`src/hdl/swt_pkg.sv`:
```
`timescale 1ns / 1ps

package swt_pkg;

    // character codes the tokenizer reacts to
    localparam logic [7:0] CH_SLASH  = 8'h2F;
    localparam logic [7:0] CH_STAR   = 8'h2A;
    localparam logic [7:0] CH_QUOTE  = 8'h22;
    localparam logic [7:0] CH_SPACE  = 8'h20;
    localparam logic [7:0] CH_BSLASH = 8'h5C;

    // token kinds
    localparam logic [1:0] KIND_WORD   = 2'd0;
    localparam logic [1:0] KIND_NUMBER = 2'd1;
    localparam logic [1:0] KIND_PUNCT  = 2'd2;
    localparam logic [1:0] KIND_STRING = 2'd3;

    // error codes
    localparam logic [1:0] ERR_NONE    = 2'd0;
    localparam logic [1:0] ERR_END     = 2'd1;
    localparam logic [1:0] ERR_COMMENT = 2'd2;
    localparam logic [1:0] ERR_STRING  = 2'd3;

    // open token mode
    localparam logic [1:0] MODE_NONE   = 2'd0;
    localparam logic [1:0] MODE_WORD   = 2'd1;
    localparam logic [1:0] MODE_NUMBER = 2'd2;

    // register index of the configuration port
    localparam logic REG_END_IS_ERROR = 1'b0;

    typedef enum logic [3:0] {
        PH_PLAIN       = 4'd0,
        PH_SLASH       = 4'd1,
        PH_COMMENT     = 4'd2,
        PH_COMMENT_STAR = 4'd3,
        PH_QUOTE       = 4'd4,
        PH_STRING      = 4'd5,
        PH_ESCAPED     = 4'd6
    } phase_t;

    typedef struct packed {
        logic [7:0] token_char;
        logic       char_valid;
        logic       token_last;
        logic [1:0] token_kind;
        logic [1:0] error_code;
    } res_t;

    typedef struct packed {
        logic [1:0] res_n;
        res_t       res0;
        res_t       res1;
        phase_t     phase_next;
        logic [1:0] mode_next;
        logic [7:0] held_next;
    } step_t;

endpackage

```
`src/hdl/swt_step.sv`:
```
`timescale 1ns / 1ps

module swt_step (
    input  logic [7:0]      byte_in,
    input  logic            end_of_input,
    input  logic            end_is_error,
    input  swt_pkg::phase_t phase,
    input  logic [1:0]      mode,
    input  logic [7:0]      held,
    output swt_pkg::step_t  step
);
    import swt_pkg::*;

    function automatic logic is_alpha(input logic [7:0] b);
        return (b >= 8'h41 && b <= 8'h5A) || (b >= 8'h61 && b <= 8'h7A);
    endfunction

    function automatic logic is_digit(input logic [7:0] b);
        return b >= 8'h30 && b <= 8'h39;
    endfunction

    function automatic logic is_punct(input logic [7:0] b);
        return (b >= 8'd33 && b <= 8'd47) || (b >= 8'd58 && b <= 8'd64) ||
               (b >= 8'd91 && b <= 8'd96) || (b >= 8'd123 && b <= 8'd126);
    endfunction

    function automatic res_t mk(input logic [7:0] ch, input logic valid, input logic last,
                                input logic [1:0] kind, input logic [1:0] err);
        res_t r;
        r.token_char = ch;
        r.char_valid = valid;
        r.token_last = last;
        r.token_kind = kind;
        r.error_code = err;
        return r;
    endfunction

    res_t       res [2];
    logic [1:0] cnt;
    phase_t     ph;
    logic [1:0] m;
    logic [7:0] hc;
    logic       do_plain;

    always_comb
    begin
        res[0]   = '0;
        res[1]   = '0;
        cnt      = 2'd0;
        ph       = (phase > PH_ESCAPED) ? PH_PLAIN : phase;
        m        = (mode > MODE_NUMBER) ? MODE_NONE : mode;
        hc       = held;
        do_plain = 1'b0;

        if (end_of_input)
        begin
            if (ph == PH_PLAIN || ph == PH_SLASH)
            begin
                // pending slash is settled first
                if (ph == PH_SLASH)
                begin
                    if (m != MODE_NONE)
                    begin
                        res[cnt[0]] = mk(8'd0, 1'b0, 1'b1, m - 2'd1, ERR_NONE);
                        cnt = cnt + 2'd1;
                        m = MODE_NONE;
                    end
                    else
                    begin
                        res[cnt[0]] = mk(CH_SLASH, 1'b1, 1'b1, KIND_PUNCT, ERR_NONE);
                        cnt = cnt + 2'd1;
                    end
                end
                if (end_is_error)
                begin
                    res[cnt[0]] = mk(8'd0, 1'b0, 1'b0, KIND_WORD, ERR_END);
                    cnt = cnt + 2'd1;
                end
                else if (m != MODE_NONE)
                begin
                    res[cnt[0]] = mk(8'd0, 1'b0, 1'b1, m - 2'd1, ERR_NONE);
                    cnt = cnt + 2'd1;
                end
            end
            else if (ph == PH_COMMENT || ph == PH_COMMENT_STAR)
            begin
                res[cnt[0]] = mk(8'd0, 1'b0, 1'b0, KIND_WORD, ERR_COMMENT);
                cnt = cnt + 2'd1;
            end
            else
            begin
                res[cnt[0]] = mk(8'd0, 1'b0, 1'b0, KIND_WORD, ERR_STRING);
                cnt = cnt + 2'd1;
            end
            ph = PH_PLAIN;
            m  = MODE_NONE;
            hc = 8'd0;
        end
        else
        begin
            case (ph)
                PH_PLAIN:
                begin
                    do_plain = 1'b1;
                end
                PH_SLASH:
                begin
                    if (byte_in == CH_STAR)
                    begin
                        ph = PH_COMMENT_STAR;
                    end
                    else
                    begin
                        // lone slash: ends an open token, else stands alone
                        if (m != MODE_NONE)
                        begin
                            res[cnt[0]] = mk(8'd0, 1'b0, 1'b1, m - 2'd1, ERR_NONE);
                            cnt = cnt + 2'd1;
                            m = MODE_NONE;
                        end
                        else
                        begin
                            res[cnt[0]] = mk(CH_SLASH, 1'b1, 1'b1, KIND_PUNCT, ERR_NONE);
                            cnt = cnt + 2'd1;
                        end
                        ph = PH_PLAIN;
                        do_plain = 1'b1;
                    end
                end
                PH_COMMENT:
                begin
                    if (byte_in == CH_STAR)
                    begin
                        ph = PH_COMMENT_STAR;
                    end
                end
                PH_COMMENT_STAR:
                begin
                    if (byte_in == CH_SLASH)
                    begin
                        ph = PH_PLAIN;
                        // a comment ends a number, a word goes on
                        if (m == MODE_NUMBER)
                        begin
                            res[cnt[0]] = mk(8'd0, 1'b0, 1'b1, KIND_NUMBER, ERR_NONE);
                            cnt = cnt + 2'd1;
                            m = MODE_NONE;
                        end
                    end
                    else if (byte_in != CH_STAR)
                    begin
                        ph = PH_COMMENT;
                    end
                end
                PH_STRING:
                begin
                    if (byte_in == CH_QUOTE)
                    begin
                        if (hc == CH_BSLASH)
                        begin
                            res[cnt[0]] = mk(CH_QUOTE, 1'b1, 1'b0, KIND_STRING, ERR_NONE);
                            cnt = cnt + 2'd1;
                            ph = PH_ESCAPED;
                        end
                        else
                        begin
                            res[cnt[0]] = mk(hc, 1'b1, 1'b1, KIND_STRING, ERR_NONE);
                            cnt = cnt + 2'd1;
                            ph = PH_PLAIN;
                        end
                        hc = 8'd0;
                    end
                    else
                    begin
                        res[cnt[0]] = mk(hc, 1'b1, 1'b0, KIND_STRING, ERR_NONE);
                        cnt = cnt + 2'd1;
                        hc = byte_in;
                    end
                end
                default:
                begin
                    // just after an opening quote or an escaped quote
                    if (byte_in == CH_QUOTE)
                    begin
                        res[cnt[0]] = mk(8'd0, 1'b0, 1'b1, KIND_STRING, ERR_NONE);
                        cnt = cnt + 2'd1;
                        ph = PH_PLAIN;
                    end
                    else
                    begin
                        hc = byte_in;
                        ph = PH_STRING;
                    end
                end
            endcase

            if (do_plain)
            begin
                if (is_alpha(byte_in))
                begin
                    if (m == MODE_NUMBER)
                    begin
                        res[cnt[0]] = mk(8'd0, 1'b0, 1'b1, KIND_NUMBER, ERR_NONE);
                        cnt = cnt + 2'd1;
                    end
                    m = MODE_WORD;
                    res[cnt[0]] = mk(byte_in, 1'b1, 1'b0, KIND_WORD, ERR_NONE);
                    cnt = cnt + 2'd1;
                end
                else if (is_digit(byte_in))
                begin
                    if (m == MODE_WORD)
                    begin
                        res[cnt[0]] = mk(8'd0, 1'b0, 1'b1, KIND_WORD, ERR_NONE);
                        cnt = cnt + 2'd1;
                    end
                    m = MODE_NUMBER;
                    res[cnt[0]] = mk(byte_in, 1'b1, 1'b0, KIND_NUMBER, ERR_NONE);
                    cnt = cnt + 2'd1;
                end
                else if (byte_in == CH_SPACE || is_punct(byte_in))
                begin
                    if (byte_in == CH_SLASH)
                    begin
                        ph = PH_SLASH;
                    end
                    else
                    begin
                        if (m != MODE_NONE)
                        begin
                            res[cnt[0]] = mk(8'd0, 1'b0, 1'b1, m - 2'd1, ERR_NONE);
                            cnt = cnt + 2'd1;
                            m = MODE_NONE;
                        end
                        if (byte_in == CH_QUOTE)
                        begin
                            ph = PH_QUOTE;
                        end
                        else if (byte_in != CH_SPACE)
                        begin
                            res[cnt[0]] = mk(byte_in, 1'b1, 1'b1, KIND_PUNCT, ERR_NONE);
                            cnt = cnt + 2'd1;
                        end
                    end
                end
            end
        end

        step.res_n      = cnt;
        step.res0       = res[0];
        step.res1       = res[1];
        step.phase_next = ph;
        step.mode_next  = m;
        step.held_next  = hc;
    end

endmodule

```
`src/hdl/swt_fifo.sv`:
```
`timescale 1ns / 1ps

module swt_fifo (
    input  logic          clk,
    input  logic          rst_n,
    input  logic [1:0]    wr_n,
    input  swt_pkg::res_t wr0,
    input  swt_pkg::res_t wr1,
    output logic          room_two,
    output logic          rd_valid,
    input  logic          rd_ready,
    output swt_pkg::res_t rd_data
);
    import swt_pkg::*;

    res_t       mem [4];
    logic [1:0] wr_ptr_reg;
    logic [1:0] wr_ptr_next;
    logic [1:0] rd_ptr_reg;
    logic [1:0] rd_ptr_next;
    logic [2:0] count_reg;
    logic [2:0] count_next;
    logic       pop;

    assign rd_valid = count_reg != 3'd0;
    assign rd_data  = mem[rd_ptr_reg];
    assign pop      = rd_valid & rd_ready;
    // two free slots cover the largest burst of one input word
    assign room_two = count_reg <= 3'd2;

    assign wr_ptr_next = wr_ptr_reg + wr_n;
    assign rd_ptr_next = rd_ptr_reg + {1'b0, pop};
    assign count_next  = count_reg + {1'b0, wr_n} - {2'b00, pop};

    always_ff @(posedge clk)
    begin
        if (wr_n != 2'd0)
        begin
            mem[wr_ptr_reg] <= wr0;
        end
        if (wr_n == 2'd2)
        begin
            mem[wr_ptr_reg + 2'd1] <= wr1;
        end
    end

    always_ff @(posedge clk or negedge rst_n)
    begin
        if (!rst_n)
        begin
            wr_ptr_reg <= '0;
            rd_ptr_reg <= '0;
            count_reg  <= '0;
        end
        else
        begin
            wr_ptr_reg <= wr_ptr_next;
            rd_ptr_reg <= rd_ptr_next;
            count_reg  <= count_next;
        end
    end

endmodule

```
`src/hdl/script_word_tokenizer.sv`:
```
`timescale 1ns / 1ps

// channel   dir  handshake          payload
// s_*       in   s_tvalid/s_tready  s_tdata = byte_in, s_tlast = end_of_input
// m_*       out  m_tvalid/m_tready  m_tdata = token_char, m_tlast = token_last,
//                                   m_tuser = char_valid, token_kind, error_code
// apb       in   psel/penable       end_is_error at byte address 0
//
// one input word per cycle while s_tready is high; its state update happens in the same cycle it is
// accepted and its zero, one or two result words land in a four-entry queue
// a word that makes two results leaves the queue as two result words, so the
// sustained rate is one input word per cycle while each makes at most one result
// s_tready drops while fewer than two queue entries are free
// reset empties the queue, closes any token and sets end_is_error to 1

module script_word_tokenizer (
    input  logic        clk,
    input  logic        rst_n,
    // input stream
    input  logic        s_tvalid,
    output logic        s_tready,
    input  logic [7:0]  s_tdata,   // [7:0] byte_in
    input  logic        s_tlast,   // end_of_input
    // result stream
    output logic        m_tvalid,
    input  logic        m_tready,
    output logic [7:0]  m_tdata,   // [7:0] token_char
    output logic        m_tlast,   // token_last
    output logic [4:0]  m_tuser,   // [0] char_valid, [2:1] token_kind, [4:3] error_code
    // configuration
    input  logic        psel,
    input  logic        penable,
    input  logic        pwrite,
    input  logic [2:0]  paddr,
    input  logic [31:0] pwdata,
    output logic [31:0] prdata,
    output logic        pready
);
    import swt_pkg::*;

    phase_t     phase_reg;
    logic [1:0] mode_reg;
    logic [7:0] held_reg;
    logic       end_is_error_reg;
    logic       accept;
    logic       cfg_write;
    step_t      step;
    res_t       out_res;
    logic       room_two;

    // configuration port, register index taken from address bit 2
    assign pready    = 1'b1;
    assign cfg_write = psel & penable & pwrite & pready;
    assign prdata    = (paddr[2] == REG_END_IS_ERROR) ? {31'd0, end_is_error_reg} : 32'd0;

    assign s_tready = room_two;
    assign accept   = s_tvalid & s_tready;

    // next state and results of the current word
    swt_step u_step (
        .byte_in      (s_tdata),
        .end_of_input (s_tlast),
        .end_is_error (end_is_error_reg),
        .phase        (phase_reg),
        .mode         (mode_reg),
        .held         (held_reg),
        .step         (step)
    );

    // result queue parts the input side from a stalled output
    swt_fifo u_fifo (
        .clk      (clk),
        .rst_n    (rst_n),
        .wr_n     (accept ? step.res_n : 2'd0),
        .wr0      (step.res0),
        .wr1      (step.res1),
        .room_two (room_two),
        .rd_valid (m_tvalid),
        .rd_ready (m_tready),
        .rd_data  (out_res)
    );

    assign m_tdata = out_res.token_char;
    assign m_tlast = out_res.token_last;
    assign m_tuser = {out_res.error_code, out_res.token_kind, out_res.char_valid};

    // tokenizer state, advanced once per accepted word
    always_ff @(posedge clk or negedge rst_n)
    begin
        if (!rst_n)
        begin
            phase_reg        <= PH_PLAIN;
            mode_reg         <= MODE_NONE;
            held_reg         <= 8'd0;
            end_is_error_reg <= 1'b1;
        end
        else
        begin
            if (accept)
            begin
                phase_reg <= step.phase_next;
                mode_reg  <= step.mode_next;
                held_reg  <= step.held_next;
            end
            if (cfg_write && paddr[2] == REG_END_IS_ERROR)
            begin
                end_is_error_reg <= pwdata[0];
            end
        end
    end

endmodule
```
`config.mk`:
```
export PLATFORM = sky130hd
export DESIGN_NAME = script_word_tokenizer
export DESIGN_NICKNAME = d
export VERILOG_FILES = /design/src/hdl/swt_pkg.sv /design/src/hdl/swt_step.sv /design/src/hdl/swt_fifo.sv /design/src/hdl/script_word_tokenizer.sv
export SDC_FILE = /design/constraint.sdc
export NUM_CORES = 1
export LEC_CHECK = 0
export BUFFER_PORTS_ARGS = -buffer_cell sky130_fd_sc_hd__buf_2
export CAP_MARGIN = 20
export CORE_MARGIN = 3
export CORE_UTILIZATION = 40
export CTS_BUF_LIST = sky130_fd_sc_hd__clkbuf_8
export DETAILED_ROUTE_END_ITERATION = 8
export HOLD_SLACK_MARGIN = 0.1
export PLACE_DENSITY = 0.63
export SYNTH_ARGS = -nofsm -noshare
export SYNTH_HDL_FRONTEND = slang
export SYNTH_SLANG_ARGS = --single-unit
```
`constraint.sdc`:
```
create_clock -name clk -period 12.6 [get_ports clk]
set_clock_uncertainty 0.05 [all_clocks]
set_input_delay 2.52 -clock clk [delete_from_list [all_inputs] [get_ports clk]]
set_output_delay 2.52 -clock clk [all_outputs]
set_load 0.005 [all_outputs]
```
## After elaboration in Yosys (flattened, before gate mapping)

Memory sizes are Yosys's and may differ from the RTL's.
Cells that the tools add are included.

- Add/subtract/negate cells: 13
- Order comparisons: 27
- Equality and inequality tests: 17
- Muxes and demuxes: 138
- Bitwise logic cells: 19
- Reduce and logical (&&, ||, !) cells: 29

Operators by type and width:

| kind | count |
|---|---|
| two-way mux 28 bit | 26 |
| two-way mux 14 bit | 15 |
| bitwise mux 28 bit | 5 |
| two-way mux 2 bit | 49 |
| demux 14 bit (select 1 bit) | 5 |
| one-hot mux 14 bit (4 select lines) | 1 |
| bitwise AND 26 bit | 2 |
| inverter 26 bit | 2 |
| two-way mux 4 bit | 12 |
| <= comparator 8 x 7 -> 1 bit, second input constant | 5 |
| == test 8 x 6 -> 1 bit, second input constant | 4 |
| >= comparator 8 x 7 -> 1 bit, second input constant | 4 |
| bitwise AND 24 bit | 1 |
| >= comparator 8 x 6 -> 1 bit, second input constant | 3 |
| two-way mux 8 bit | 3 |
| inverter 24 bit | 1 |
| one-hot mux 4 bit (5 select lines) | 1 |
| <= comparator 8 x 6 -> 1 bit, second input constant | 2 |
| inequality test 8 x 6 -> 1 bit, second input constant | 2 |
| one-hot mux 8 bit (2 select lines) | 1 |
| logical AND 1 bit | 13 |
| adder 2 x 1 -> 2 bit, second input constant | 6 |
| two-way mux 1 bit | 12 |
| two-way mux 12 bit | 1 |
| 35 further kinds | 67 |

- Bits in registers: 22
- Bits in writable memories: 56
- Logic and storage cells: 251
- Memories: 1

Memories:

| name | depth | bits a word | rd ports | clocked after memory_dff | write ports | RTL line | text |
|---|---|---|---|---|---|---|---|
| u_fifo.mem | 4 | 14 | 1 | 0 | 2 | swt_fifo.sv:16 | `res_t mem [4];` |

## Depth between registers and ports, before layout

Gate-level depths: netlist of run 1.

- Depth in word-level cells: 29
- Mapped depth: 24

## Cells and area by module

From an unflattened synthesis of run 1, not the netlist that was laid out.

- Cell total of the unflattened synthesis: 556
- Area total of the unflattened synthesis: 6045.8 um^2

Modules (own cells, without submodules):

| module | instances | cells each | area each (um^2) |
|---|---|---|---|
| swt_fifo | 1 | 175 | 3249.4 |
| swt_step | 1 | 311 | 1920.6 |
| script_word_tokenizer | 1 | 70 | 875.8 |

## Worst setup path before layout of run 1

OpenSTA, ideal clock, no wires.

- Kind: input -> register
- Start: input port s_tdata[6]
- End: memory u_fifo.mem[0][0] (netlist name), enable pin
- Setup time: 0.404 ns
- Arrival time: 6.377 ns
- Required time: 12.146 ns
- Setup slack: 5.769 ns
- Stages: 17
- Path buffers: 3
- Path through: buf_2 or4b_4 nor2_4 a31oi_1 o21a_1 inv_1 ha_1 clkbuf_1 o21ai_0 nand2_1 ha_1 nor4_1 a31o_2 o21ai_2 nand4b_1 buf_4 o21ai_0

RTL lines:

| item | RTL line | text |
|---|---|---|
| start, declared | script_word_tokenizer.sv:22 | `input logic [7:0] s_tdata,` |
| end, declared | swt_fifo.sv:16 |  |

==> results of run 1 <==
==> cell type report <==
class	count	area (µm²)	area share, %
multi-input combinational	412	3040	50.7
clock buffer	9	124	2.07
tap	176	220	3.68
timing repair buffer	38	200	3.34
clock inverter	7	96.3	1.61
sequential	78	2230	37.3
inverter	22	82.6	1.38
==> synth_stat cells, types with 3 or more instances <==
| master | number | area (µm²) |
|---|---|---|
| edfxtp_1 | 56 | 1680 |
| nand2_1 | 48 | 180 |
| mux2i_1 | 45 | 450 |
| buf_4 | 34 | 255 |
| o21ai_0 | 28 | 140 |
| a21oi_1 | 27 | 135 |
| nor2_1 | 23 | 86.3 |
| dfrtp_1 | 21 | 526 |
| inv_1 | 21 | 78.8 |
| clkbuf_1 | 18 | 67.6 |
| ha_1 | 16 | 200 |
| nor3_1 | 16 | 80.1 |
| and3_1 | 14 | 87.6 |
| mux4_2 | 14 | 315 |
| nand3_1 | 13 | 65.1 |
| a22o_1 | 10 | 87.6 |
| buf_2 | 9 | 45.0 |
| a31oi_1 | 8 | 50.1 |
| a221oi_1 | 6 | 52.6 |
| nand4_1 | 6 | 37.5 |
| nor4_1 | 6 | 37.5 |
| a211oi_1 | 5 | 37.5 |
| nor2b_1 | 5 | 31.3 |
| or3_1 | 5 | 31.3 |
| nand2b_1 | 4 | 25.0 |
| o21ai_1 | 4 | 20.0 |
| o31ai_1 | 4 | 30.0 |
| a22oi_1 | 3 | 22.5 |
| a32o_1 | 3 | 30.0 |
| buf_1 | 3 | 11.3 |
| nand4b_1 | 3 | 26.3 |
| o22ai_1 | 3 | 18.8 |
| or4_1 | 3 | 22.5 |
| xnor2_1 | 3 | 26.3 |
==> cells by family after synthesis <==
logic type,Yosys count,share of synthesized area [%]
AO/OA/AOI/OAI,131,16.9
XOR/XNOR,5,0.779
adder cells (fa/ha/maj),17,3.92
buffers and inverters,87,8.41
flip-flops,78,39.7
multiplexers,60,13.8
other,2,0.134
AND/OR/NAND/NOR,167,16.3
==> report_power, final <==
group | switching [W] | internal (W) | leakage [nW]
clock | 0.0000933 | 0.000112 | 0.103
combinational | 0.000151 | 0.000132 | 1.54
sequential | 0.0000429 | 0.000313 | 0.806
==> path summary, 6_finish.rpt <==
check	from	endpoint	slack (ns)	depth (start not counted)
min in group asynchronous	rst_n	phase_reg[0]	2.10	1
max reg2reg	phase_reg[3]	u_fifo.mem[2][10]	6.60	13
max	s_tdata[4]	u_fifo.mem[2][10]	4.85	15
max in group asynchronous	rst_n	end_is_error_reg	10.03	1
min reg2reg	u_fifo.count_reg[2]	u_fifo.count_reg[2]	0.46	1
min	u_fifo.count_reg[2]	u_fifo.count_reg[2]	0.46	1
==> layer usage <==
metal	vias to the layer above	GRT usage [%]	routed length [µm]
li1	2059	-	-
met1	2223	26.8	6850
met2	151	33.0	7600
met3	18	2.83	719
met4	0	6.19	210
met5	-	0	0
==> critical path, cell delays in order <==
cell and delay [ns]:
buf_2 0.20, and4bb_1 0.34, and3_1 0.38, nor2_1 0.17, a21oi_1 0.27, inv_1 0.15, ha_1 0.36, or3_1 0.49
nand2_1 0.18, ha_1 0.25, nor4_1 0.28, a31o_2 0.22, o21ai_2 0.15, nand4bb_1 0.93, o21ai_2 0.77
==> cells in the final DEF (no fill, tap or decap), types with 21 or more instances in the layout <==
master,count
edfxtp_1,56
nand2_1,48
mux2i_1,45
buf_2,34
conb_1,32
a21oi_1,27
o21ai_0,26
nor2_1,23
inv_1,21
dfrtp_1,21
==> per-stage QoR <==
step	utilization, %	cell area (µm²)	hold WS, ns
6_report	44.4	5990	0.457
4_1_cts	44.4	5990	0.464
2_1_floorplan	-	5730	0.412
5_1_grt	44.4	5990	0.499
3_3_place_gp	42.7	5770	0.429
3_5_place_dp	42.7	5770	0.448
==> impl_metrics.py, run 1 <==
metrics = {
    "grt": {
        "grt_max_degree": 25,
        "grt-ovfl-total": 0,
        "grt_use_total_pct": 19.8,
        "antenna_found_initial": 0,
        "grt_pass1_wl_mm": 24.5,
        "grt_pass1_vias": 4352,
    },
    "floorplanning": {
        "die_x_um": 125,
        "die_area_um2": 15500,
        "rows": 42,
        "die_h_um": 125,
        "fp.coreArea_um2": 13500,
        "io_pins": 100,
        "initial_core_util_pct": 41.6,
    },
    "cells_and_area": {
        "final_nets": 629,
        "area_growth_pct": 6.59,
        "largest_register_ffs": 56,
        "fill_cells": 1261,
        "instances_no_fill": 742,
        "num_antenna_cells": 0,
        "drive_above_1_share_pct": 16.1,
    },
    "logic_synthesis": {
        "synthDistinctLibCells": 78,
        "syn_area_um2": 5620,
        "avgSynthCellArea_um2": 10.3,
        "synth_enable_flop_cells": 56,
        "async_reset_ff_share_pct": 28.2,
        "yosysSeqAreaShare_pct": 39.7,
        "yosys_most_used_dff": "edfxtp_1",
        "yosysWarnings": 0,
        "syn_inst": 547,
        "synth-seq-cells": 78,
    },
    "worst_setup_path": {
        "critPathKind": "input port to register",
        "start_kind": "input port",
        "critical_path_required_ns": 12.52,
        "arrival_ns": 7.67,
        "crit_path_end_kind": "register",
        "cp_max_fo": 16,
    },
    "min_path": {
        "hp-class": "register to register",
    },
    "cts": {
        "worstSkewPairLatency_ns": 0.35,
        "tritoncts": "done",
        "clkTransAtPathRegs_ns": 0.08,
        "cts_buffer_depth": 2,
        "cts_resized": 0,
        "cts_buffers": 9,
        "htree_levels": 3,
        "root_buffer": "clkbuf_8",
        "post_cts_buffers": 0,
        "clock-sinks": 78,
        "cts_hold_repair.buffers": 0,
    },
    "place": {
        "port-buffer-count": 34,
        "pre_cts_ws_ns": 4.51,
        "gp_congestion": 0.951,
        "place_inst": 726,
        "dp_hpwl_mm": 11.4,
    },
    "timing": {
        "period_share_pct": 61.5,
        "fmax_ghz": 0.129,
        "setup_viol": 0,
        "maxSlewHeadroom_pct": 30.1,
        "rsz0062_at_grt": "no",
        "layout_setup_ws_ns": 4.85,
        "tns_ns": 0,
        "finalMaxSlewViolations": 0,
        "tightest_slew_ns": 1.04,
        "finalCriticalPeriod_ns": 7.75,
        "finalHoldViolations": 0,
    },
    "drt": {
        "first_iter_violations": 387,
        "route.detailed.drc": 0,
        "ant_nets": 0,
        "wl_per_cell_um": 20.7,
        "wl_mm": 15.4,
        "routed_via_density": 6.00,
        "first_pass_iters": 5,
        "vias": 4451,
    },
    "run": {
        "cap_violations": 0,
    },
    "power": {
        "pwr_density_cell_nw_per_um2": 141,
        "report.power.total_w": 0.000844,
        "p_leak_nw": 2.45,
        "peakVddDrop_mv": 0.0493,
    },
    "status": {
        "status": "completed",
    },
}
Note: power is estimated with default switching activity, not from simulation.
==> run 2, diff against run 1 <==
--- a/config.mk
+++ b/config.mk
@@ -5,6 +5,7 @@
 export SDC_FILE = /design/constraint.sdc
 export NUM_CORES = 1
 export LEC_CHECK = 0
+export ABC_AREA = 1
 export BUFFER_PORTS_ARGS = -buffer_cell sky130_fd_sc_hd__buf_2
 export CAP_MARGIN = 20
 export CORE_MARGIN = 3
@@ -12,7 +13,7 @@
 export CTS_BUF_LIST = sky130_fd_sc_hd__clkbuf_8
 export DETAILED_ROUTE_END_ITERATION = 8
 export HOLD_SLACK_MARGIN = 0.1
-export PLACE_DENSITY = 0.63
+export PLACE_DENSITY = 0.65
 export SYNTH_ARGS = -nofsm -noshare
 export SYNTH_HDL_FRONTEND = slang
 export SYNTH_SLANG_ARGS = --single-unit
==> constraint.sdc (replaced) <==
create_clock -name clk -period 6.29 [get_ports clk]
set_clock_uncertainty 0.05 [all_clocks]
set_input_delay 1.258 -clock clk [delete_from_list [all_inputs] [get_ports clk]]
set_output_delay 1.258 -clock clk [all_outputs]
set_load 0.005 [all_outputs]
==> run 2 against run 1 <==
Worst hold slack got worse by 0.016 ns; largest cell class unchanged; synthesized area grew 7.9%; critical endpoint is now u_fifo.count_reg[2]; die area up 7.5%; design area rose by 6.6%; synthesized cell count increased by 48%; via count up 23%; first-iteration DRC count grew 43%; routed wire length increased by 4.2%; clock power grew 110%; core utilization down 0.92 points; final cell count up 37%; power increased to 2.9 times the previous value.
==> impl_metrics.py, run 2 <==
metrics = {
    "timing": {
        "finalMaxSlewViolations": 0,
        "setup_viol": 0,
        "period_share_pct": 83.1,
        "fmax_ghz": 0.191,
        "finalCriticalPeriod_ns": 5.22,
        "maxSlewHeadroom_pct": 29.3,
        "finalHoldViolations": 0,
        "rsz0062_at_grt": "no",
        "tightest_slew_ns": 1.06,
        "tns_ns": 0,
    },
    "min_path": {
        "hp-class": "register to register",
    },
    "place": {
        "port-buffer-count": 34,
        "placed_cell_area_um2": 6160,
        "place_inst": 999,
        "dp_hpwl_mm": 11.8,
        "gp_congestion": 0.933,
    },
    "cells_and_area": {
        "area_growth_pct": 5.26,
        "final_nets": 894,
        "largest_register_ffs": 56,
        "final_area_um2": 6390,
        "drive_above_1_share_pct": 13.6,
        "num_antenna_cells": 0,
        "fill_cells": 1533,
        "most-common-layout-cells": "207 x nand2_1, 82 x nor2_1, 62 x inv_1",
        "final_core_util_pct": 43.4,
        "instances_no_fill": 1015,
        "layout_commonest_cell": "nand2_1",
    },
    "drt": {
        "ant_nets": 0,
        "routed_via_density": 5.38,
        "wl_per_cell_um": 15.8,
        "route.detailed.drc": 0,
        "wl_mm": 16.0,
        "first_pass_iters": 5,
        "first_iter_violations": 555,
        "vias": 5461,
    },
    "logic_synthesis": {
        "yosys-top-cells-count": "207 x nand2_1, 82 x nor2_1, 62 x inv_1",
        "yosysWarnings": 0,
        "synthDistinctLibCells": 48,
        "yosys_most_used_dff": "edfxtp_1",
        "post_synth_main_area_contributors": "edfxtp_1 28%, nand2_1 13%, dfrtp_1 8.7%",
        "async_reset_ff_share_pct": 28.2,
        "synth_top_area_share_pct": 27.7,
        "syn_area_um2": 6070,
        "syn_inst": 811,
        "avgSynthCellArea_um2": 7.48,
        "synth.most_common_cell": "nand2_1",
        "synth_enable_flop_cells": 56,
        "yosysSeqAreaShare_pct": 36.8,
        "yosysTopAreaCell": "edfxtp_1",
        "synth-seq-cells": 78,
    },
    "floorplanning": {
        "initial_core_util_pct": 41.3,
        "io_pins": 100,
        "die_x_um": 129,
        "die_h_um": 129,
        "fp.coreArea_um2": 14700,
        "die_area_um2": 16700,
        "rows": 44,
    },
    "cts": {
        "clkTransAtPathRegs_ns": 0.08,
        "worstSkewPairLatency_ns": 0.38,
        "cts_resized": 0,
        "cts_buffers": 9,
        "htree_levels": 3,
        "post_cts_buffers": 0,
        "clock-sinks": 78,
        "tritoncts": "done",
        "cts_hold_repair.buffers": 0,
        "cts_buffer_depth": 2,
        "root_buffer": "clkbuf_8",
    },
    "grt": {
        "grt_max_degree": 44,
        "grt_pass1_wl_mm": 26.4,
        "antenna_found_initial": 0,
        "grt_pass1_vias": 4953,
        "grt-ovfl-total": 0,
        "grt_use_total_pct": 20.1,
    },
    "status": {
        "status": "completed",
    },
    "worst_setup_path": {
        "start_kind": "input port",
        "critPathKind": "input port to register",
        "critical_path_required_ns": 6.54,
        "crit_path_end_kind": "register",
        "reg2reg_depth": 23,
        "cp_max_fo": 43,
        "rr_endpoint": "u_fifo.count_reg[2]",
        "critPathCapture": "u_fifo.count_reg[2]",
        "setup.worst_path.start": "s_tdata[0]",
        "r2r-start": "phase_reg[0]",
        "r2r_slack_ns": 1.76,
        "arrival_ns": 5.47,
    },
    "power": {
        "peakVddDrop_mv": 0.154,
        "p_leak_nw": 2.83,
        "report.power.total_w": 0.00245,
        "pwr_density_cell_nw_per_um2": 383,
    },
    "run": {
        "cap_violations": 0,
    },
}
[run 2: cells by family (layout without fill, tap and decap cells)]
family | after synthesis | count (layout) | synth area share [%]
simple gates | 425 | 425 | 33.2
buf+inv | 147 | 137 | 12.6
compound gates | 137 | 137 | 12.9
flops | 78 | 78 | 36.8
fa+ha+maj | 17 | 17 | 3.63
xor+xnor | 5 | 5 | 0.722
other cells | 2 | 32 | 0.124
[run 2: metrics by stage]
| stage | hold WS (ns) | setup WS, ns |
|---|---|---|
| 4_1_cts | 0.445 | 1.10 |
| 3_5_place_dp | 0.429 | 0.708 |
| 5_1_grt | 0.461 | 0.737 |
| 3_3_place_gp | 0.434 | 0.742 |
| 6_report | 0.440 | 1.07 |
| 2_1_floorplan | 0.414 | 1.17 |
[run 2: area by class of cell]
cell class	instances	area (µm²)	share of cell area, %
Tap cell	184	230	3.61
Clock buffer	9	124	1.94
Sequential cell	78	2230	35.0
Clock inverter	7	97.6	1.53
Inverter	81	307	4.80
Multi-Input combinational cell	616	3180	49.8
Timing Repair Buffer	40	215	3.37
[run 2: worst min-delay path by stage]
stage	slack, ns	start	end	cells past startpoint
2_1_floorplan	0.41	u_fifo.count_reg[2]	u_fifo.count_reg[2]	1
3_3_place_gp	0.43	u_fifo.count_reg[2]	u_fifo.count_reg[2]	1
3_5_place_dp	0.43	u_fifo.count_reg[2]	u_fifo.count_reg[2]	1
4_1_cts	0.45	u_fifo.count_reg[2]	u_fifo.count_reg[2]	1
5_1_grt	0.46	u_fifo.count_reg[2]	u_fifo.count_reg[2]	1
6_report	0.44	u_fifo.count_reg[2]	u_fifo.count_reg[2]	1
[run 2: critical path: stages]
cell     delay, ns
buf_2         0.24
nand2_1       0.11
nor2_1        0.17
nand2_1       0.21
o21ai_0       0.21
nand4_1       0.10
and2_1        0.16
ha_1          0.21
inv_1         0.08
ha_1          0.27
inv_1         0.14
nand3_1       0.24
a21oi_1       0.20
nor2_1        0.09
a21oi_2       0.26
nand2_8       0.23
ha_1          0.35
inv_1         0.06
ha_1          0.13
inv_1         0.04
fa_1          0.37
xnor2_1       0.18
xor2_1        0.16
[run 2: report_power, final]
group	internal [W]	switching (W)	leakage [nW]	total, W
combinational	0.000392	0.000841	1.91	0.00123
sequential	0.000702	0.0000860	0.802	0.000788
clock	0.000225	0.000203	0.113	0.000428
total	0.00132	0.00113	2.83	0.00245
[run 2: per-layer routing]
| metal | wire (µm) | track usage, % | share of wire [%] |
|---|---|---|---|
| met4 | 343 | 6.30 | 2.1 |
| met2 | 7230 | 31.0 | 45 |
| met5 | 0 | 0 | 0 |
| met3 | 998 | 3.59 | 6.2 |
| met1 | 7440 | 28.7 | 46 |
==> run 3, diff against run 2 <==
==> constraint.sdc (replaced) <==
create_clock -name clk -period 4.5 [get_ports clk]
set_clock_uncertainty 0.05 [all_clocks]
set_input_delay 0.9 -clock clk [delete_from_list [all_inputs] [get_ports clk]]
set_output_delay 0.9 -clock clk [all_outputs]
set_load 0.005 [all_outputs]
==> run 3 against run 2 <==
Worst hold slack better by 0.0065 ns; die area stayed put; via count rose by 2.5%; critical path type unchanged; largest cell class unchanged.
==> impl_metrics.py, run 3 (same netlist as run 2, synthesis figures left out) <==
metrics = {
    "cells_and_area": {
        "layout_commonest_cell": "nand2_1",
        "largest_register_ffs": 56,
        "most-common-layout-cells": "204 x nand2_1, 82 x nor2_1, 61 x inv_1",
        "final_nets": 931,
        "drive_above_1_share_pct": 19.1,
        "area_growth_pct": 11.3,
        "fill_cells": 1486,
        "num_antenna_cells": 0,
    },
    "drt": {
        "first_iter_violations": 542,
        "ant_nets": 0,
        "vias": 5596,
        "wl_per_cell_um": 15.8,
        "route.detailed.drc": 0,
        "wl_mm": 16.6,
        "first_pass_iters": 5,
        "routed_via_density": 5.32,
    },
    "worst_setup_path": {
        "crit_buf_inv": 7,
        "start_kind": "input port",
        "critical_path_required_ns": 4.70,
        "setup.worst_path.start": "s_tdata[1]",
        "crit_path_end_kind": "register",
        "critical_path_depth": 26,
        "reg2reg_depth": 21,
        "r2r_slack_ns": 0.52,
        "r2r-start": "phase_reg[2]",
        "cp_max_fo": 4,
        "cp_slowest_stage_delay_ns": 0.37,
        "critPathCapture": "u_fifo.count_reg[2]",
        "crit_family": "adder cells",
        "cpMostUsedCell": "inv_2",
        "critPathKind": "input port to register",
        "arrival_ns": 4.26,
        "crit_slowest_cell": "fa_2",
        "rr_endpoint": "u_fifo.count_reg[2]",
    },
    "floorplanning": {
        "fp.coreArea_um2": 14700,
        "die_h_um": 129,
        "die_x_um": 129,
        "die_area_um2": 16700,
        "io_pins": 100,
        "rows": 44,
        "initial_core_util_pct": 41.3,
    },
    "cts": {
        "tritoncts": "done",
        "cts_buffers": 9,
        "cts_hold_repair.buffers": 0,
        "post_cts_buffers": 0,
        "cts_buffer_depth": 2,
        "htree_levels": 3,
        "cts_resized": 0,
        "worstSkewPairLatency_ns": 0.36,
        "root_buffer": "clkbuf_8",
        "clock-sinks": 78,
        "clkTransAtPathRegs_ns": 0.08,
    },
    "power": {
        "p_leak_nw": 3.00,
        "peakVddDrop_mv": 0.181,
        "pwr_density_cell_nw_per_um2": 522,
        "report.power.total_w": 0.00353,
    },
    "status": {
        "status": "completed",
    },
    "min_path": {
        "hp-class": "register to register",
    },
    "timing": {
        "rsz0062_at_grt": "no",
        "fmax_ghz": 0.246,
        "setup_viol": 0,
        "tns_ns": 0,
        "tightest_slew_ns": 0.946,
        "finalMaxSlewViolations": 0,
        "period_share_pct": 90.2,
        "finalCriticalPeriod_ns": 4.06,
        "maxSlewHeadroom_pct": 36.7,
        "finalHoldViolations": 0,
    },
    "place": {
        "dp_hpwl_mm": 12.5,
        "port-buffer-count": 34,
        "gp_congestion": 0.920,
    },
    "grt": {
        "grt_pass1_wl_mm": 27.0,
        "grt-ovfl-total": 0,
        "antenna_found_initial": 0,
        "grt_use_total_pct": 20.5,
        "grt_pass1_vias": 5187,
        "grt_max_degree": 38,
    },
    "run": {
        "cap_violations": 0,
    },
}
## run 3: cell count changes in the layout (fill, tap and decap cells not counted), moves of 2 or more
cell / change
ha_2: +3
buf_12: +2
clkinvlp_4: +2
clkinv_4: -2
ha_1: -6
nand2_2: +3
inv_4: +2
ha_4: +3
nand2_1: -3
buf_4: +35
## run 3: worst reg2reg max path, cell delays in order (launching register included)
cell	delay, ns
dfrtp_1	0.40
inv_2	0.12
nand4_1	0.17
inv_1	0.26
nand2_2	0.10
o31ai_4	0.34
ha_2	0.27
inv_2	0.05
ha_4	0.26
inv_4	0.07
nand3_4	0.09
a21oi_2	0.16
nor2_1	0.08
a21oi_2	0.24
nand2_8	0.07
ha_4	0.23
inv_1	0.05
ha_1	0.14
inv_1	0.06
fa_2	0.37
xnor2_2	0.15
xor2_1	0.13
## run 3: power breakdown
| part | internal (W) | switching, W |
|---|---|---|
| sequential | 0.000982 | 0.0000833 |
| clock | 0.000253 | 0.000268 |
| combinational | 0.000670 | 0.00127 |
| total | 0.00190 | 0.00162 |
## run 3: stage by stage
stage / instances / worst slack [ns] / util (%) / hold slack, ns / instance area [µm²]
after floorplan: 841 / 0.00496 / - / 0.414 / 6280
after detailed placement: 1036 / 0.0642 / 44.6 / 0.441 / 6560
after global placement: 1036 / 0.0822 / 44.6 / 0.442 / 6560
after global routing: 1052 / 0.186 / 45.9 / 0.470 / 6750
after CTS: 1052 / 0.459 / 45.9 / 0.452 / 6750
final: 1052 / 0.441 / 45.9 / 0.447 / 6750
## run 3: how the worst min path moves through the flow
stage,slack (ns),endpoint,from,cells past startpoint
6_report,0.45,u_fifo.count_reg[2],u_fifo.count_reg[2],1
5_1_grt,0.47,held_reg[3],rst_n,1
4_1_cts,0.45,u_fifo.count_reg[2],u_fifo.count_reg[2],1
3_5_place_dp,0.44,u_fifo.count_reg[2],u_fifo.count_reg[2],1
3_3_place_gp,0.44,u_fifo.count_reg[2],u_fifo.count_reg[2],1
2_1_floorplan,0.41,u_fifo.count_reg[2],u_fifo.count_reg[2],1
## run 3: metal layers
layer | vias to the layer above | routed length (µm) | track usage, %
met3 | 25 | 725 | 3.96
met2 | 156 | 7820 | 33.6
met5 | - | 0 | 0
li1 | 2786 | - | -
met4 | 0 | 278 | 5.87
met1 | 2629 | 7750 | 27.7
## run 3: cell type report
cell class / instances / area, µm² / area share [%]
multi-input cells: 616 / 3270 / 48.4
flip-flops and latches: 78 / 2230 / 33.1
repair buffers: 77 / 518 / 7.67
inverters: 81 / 312 / 4.61
well taps: 184 / 230 / 3.41
clock buffers: 9 / 124 / 1.83
clock inverters: 7 / 66.3 / 0.982
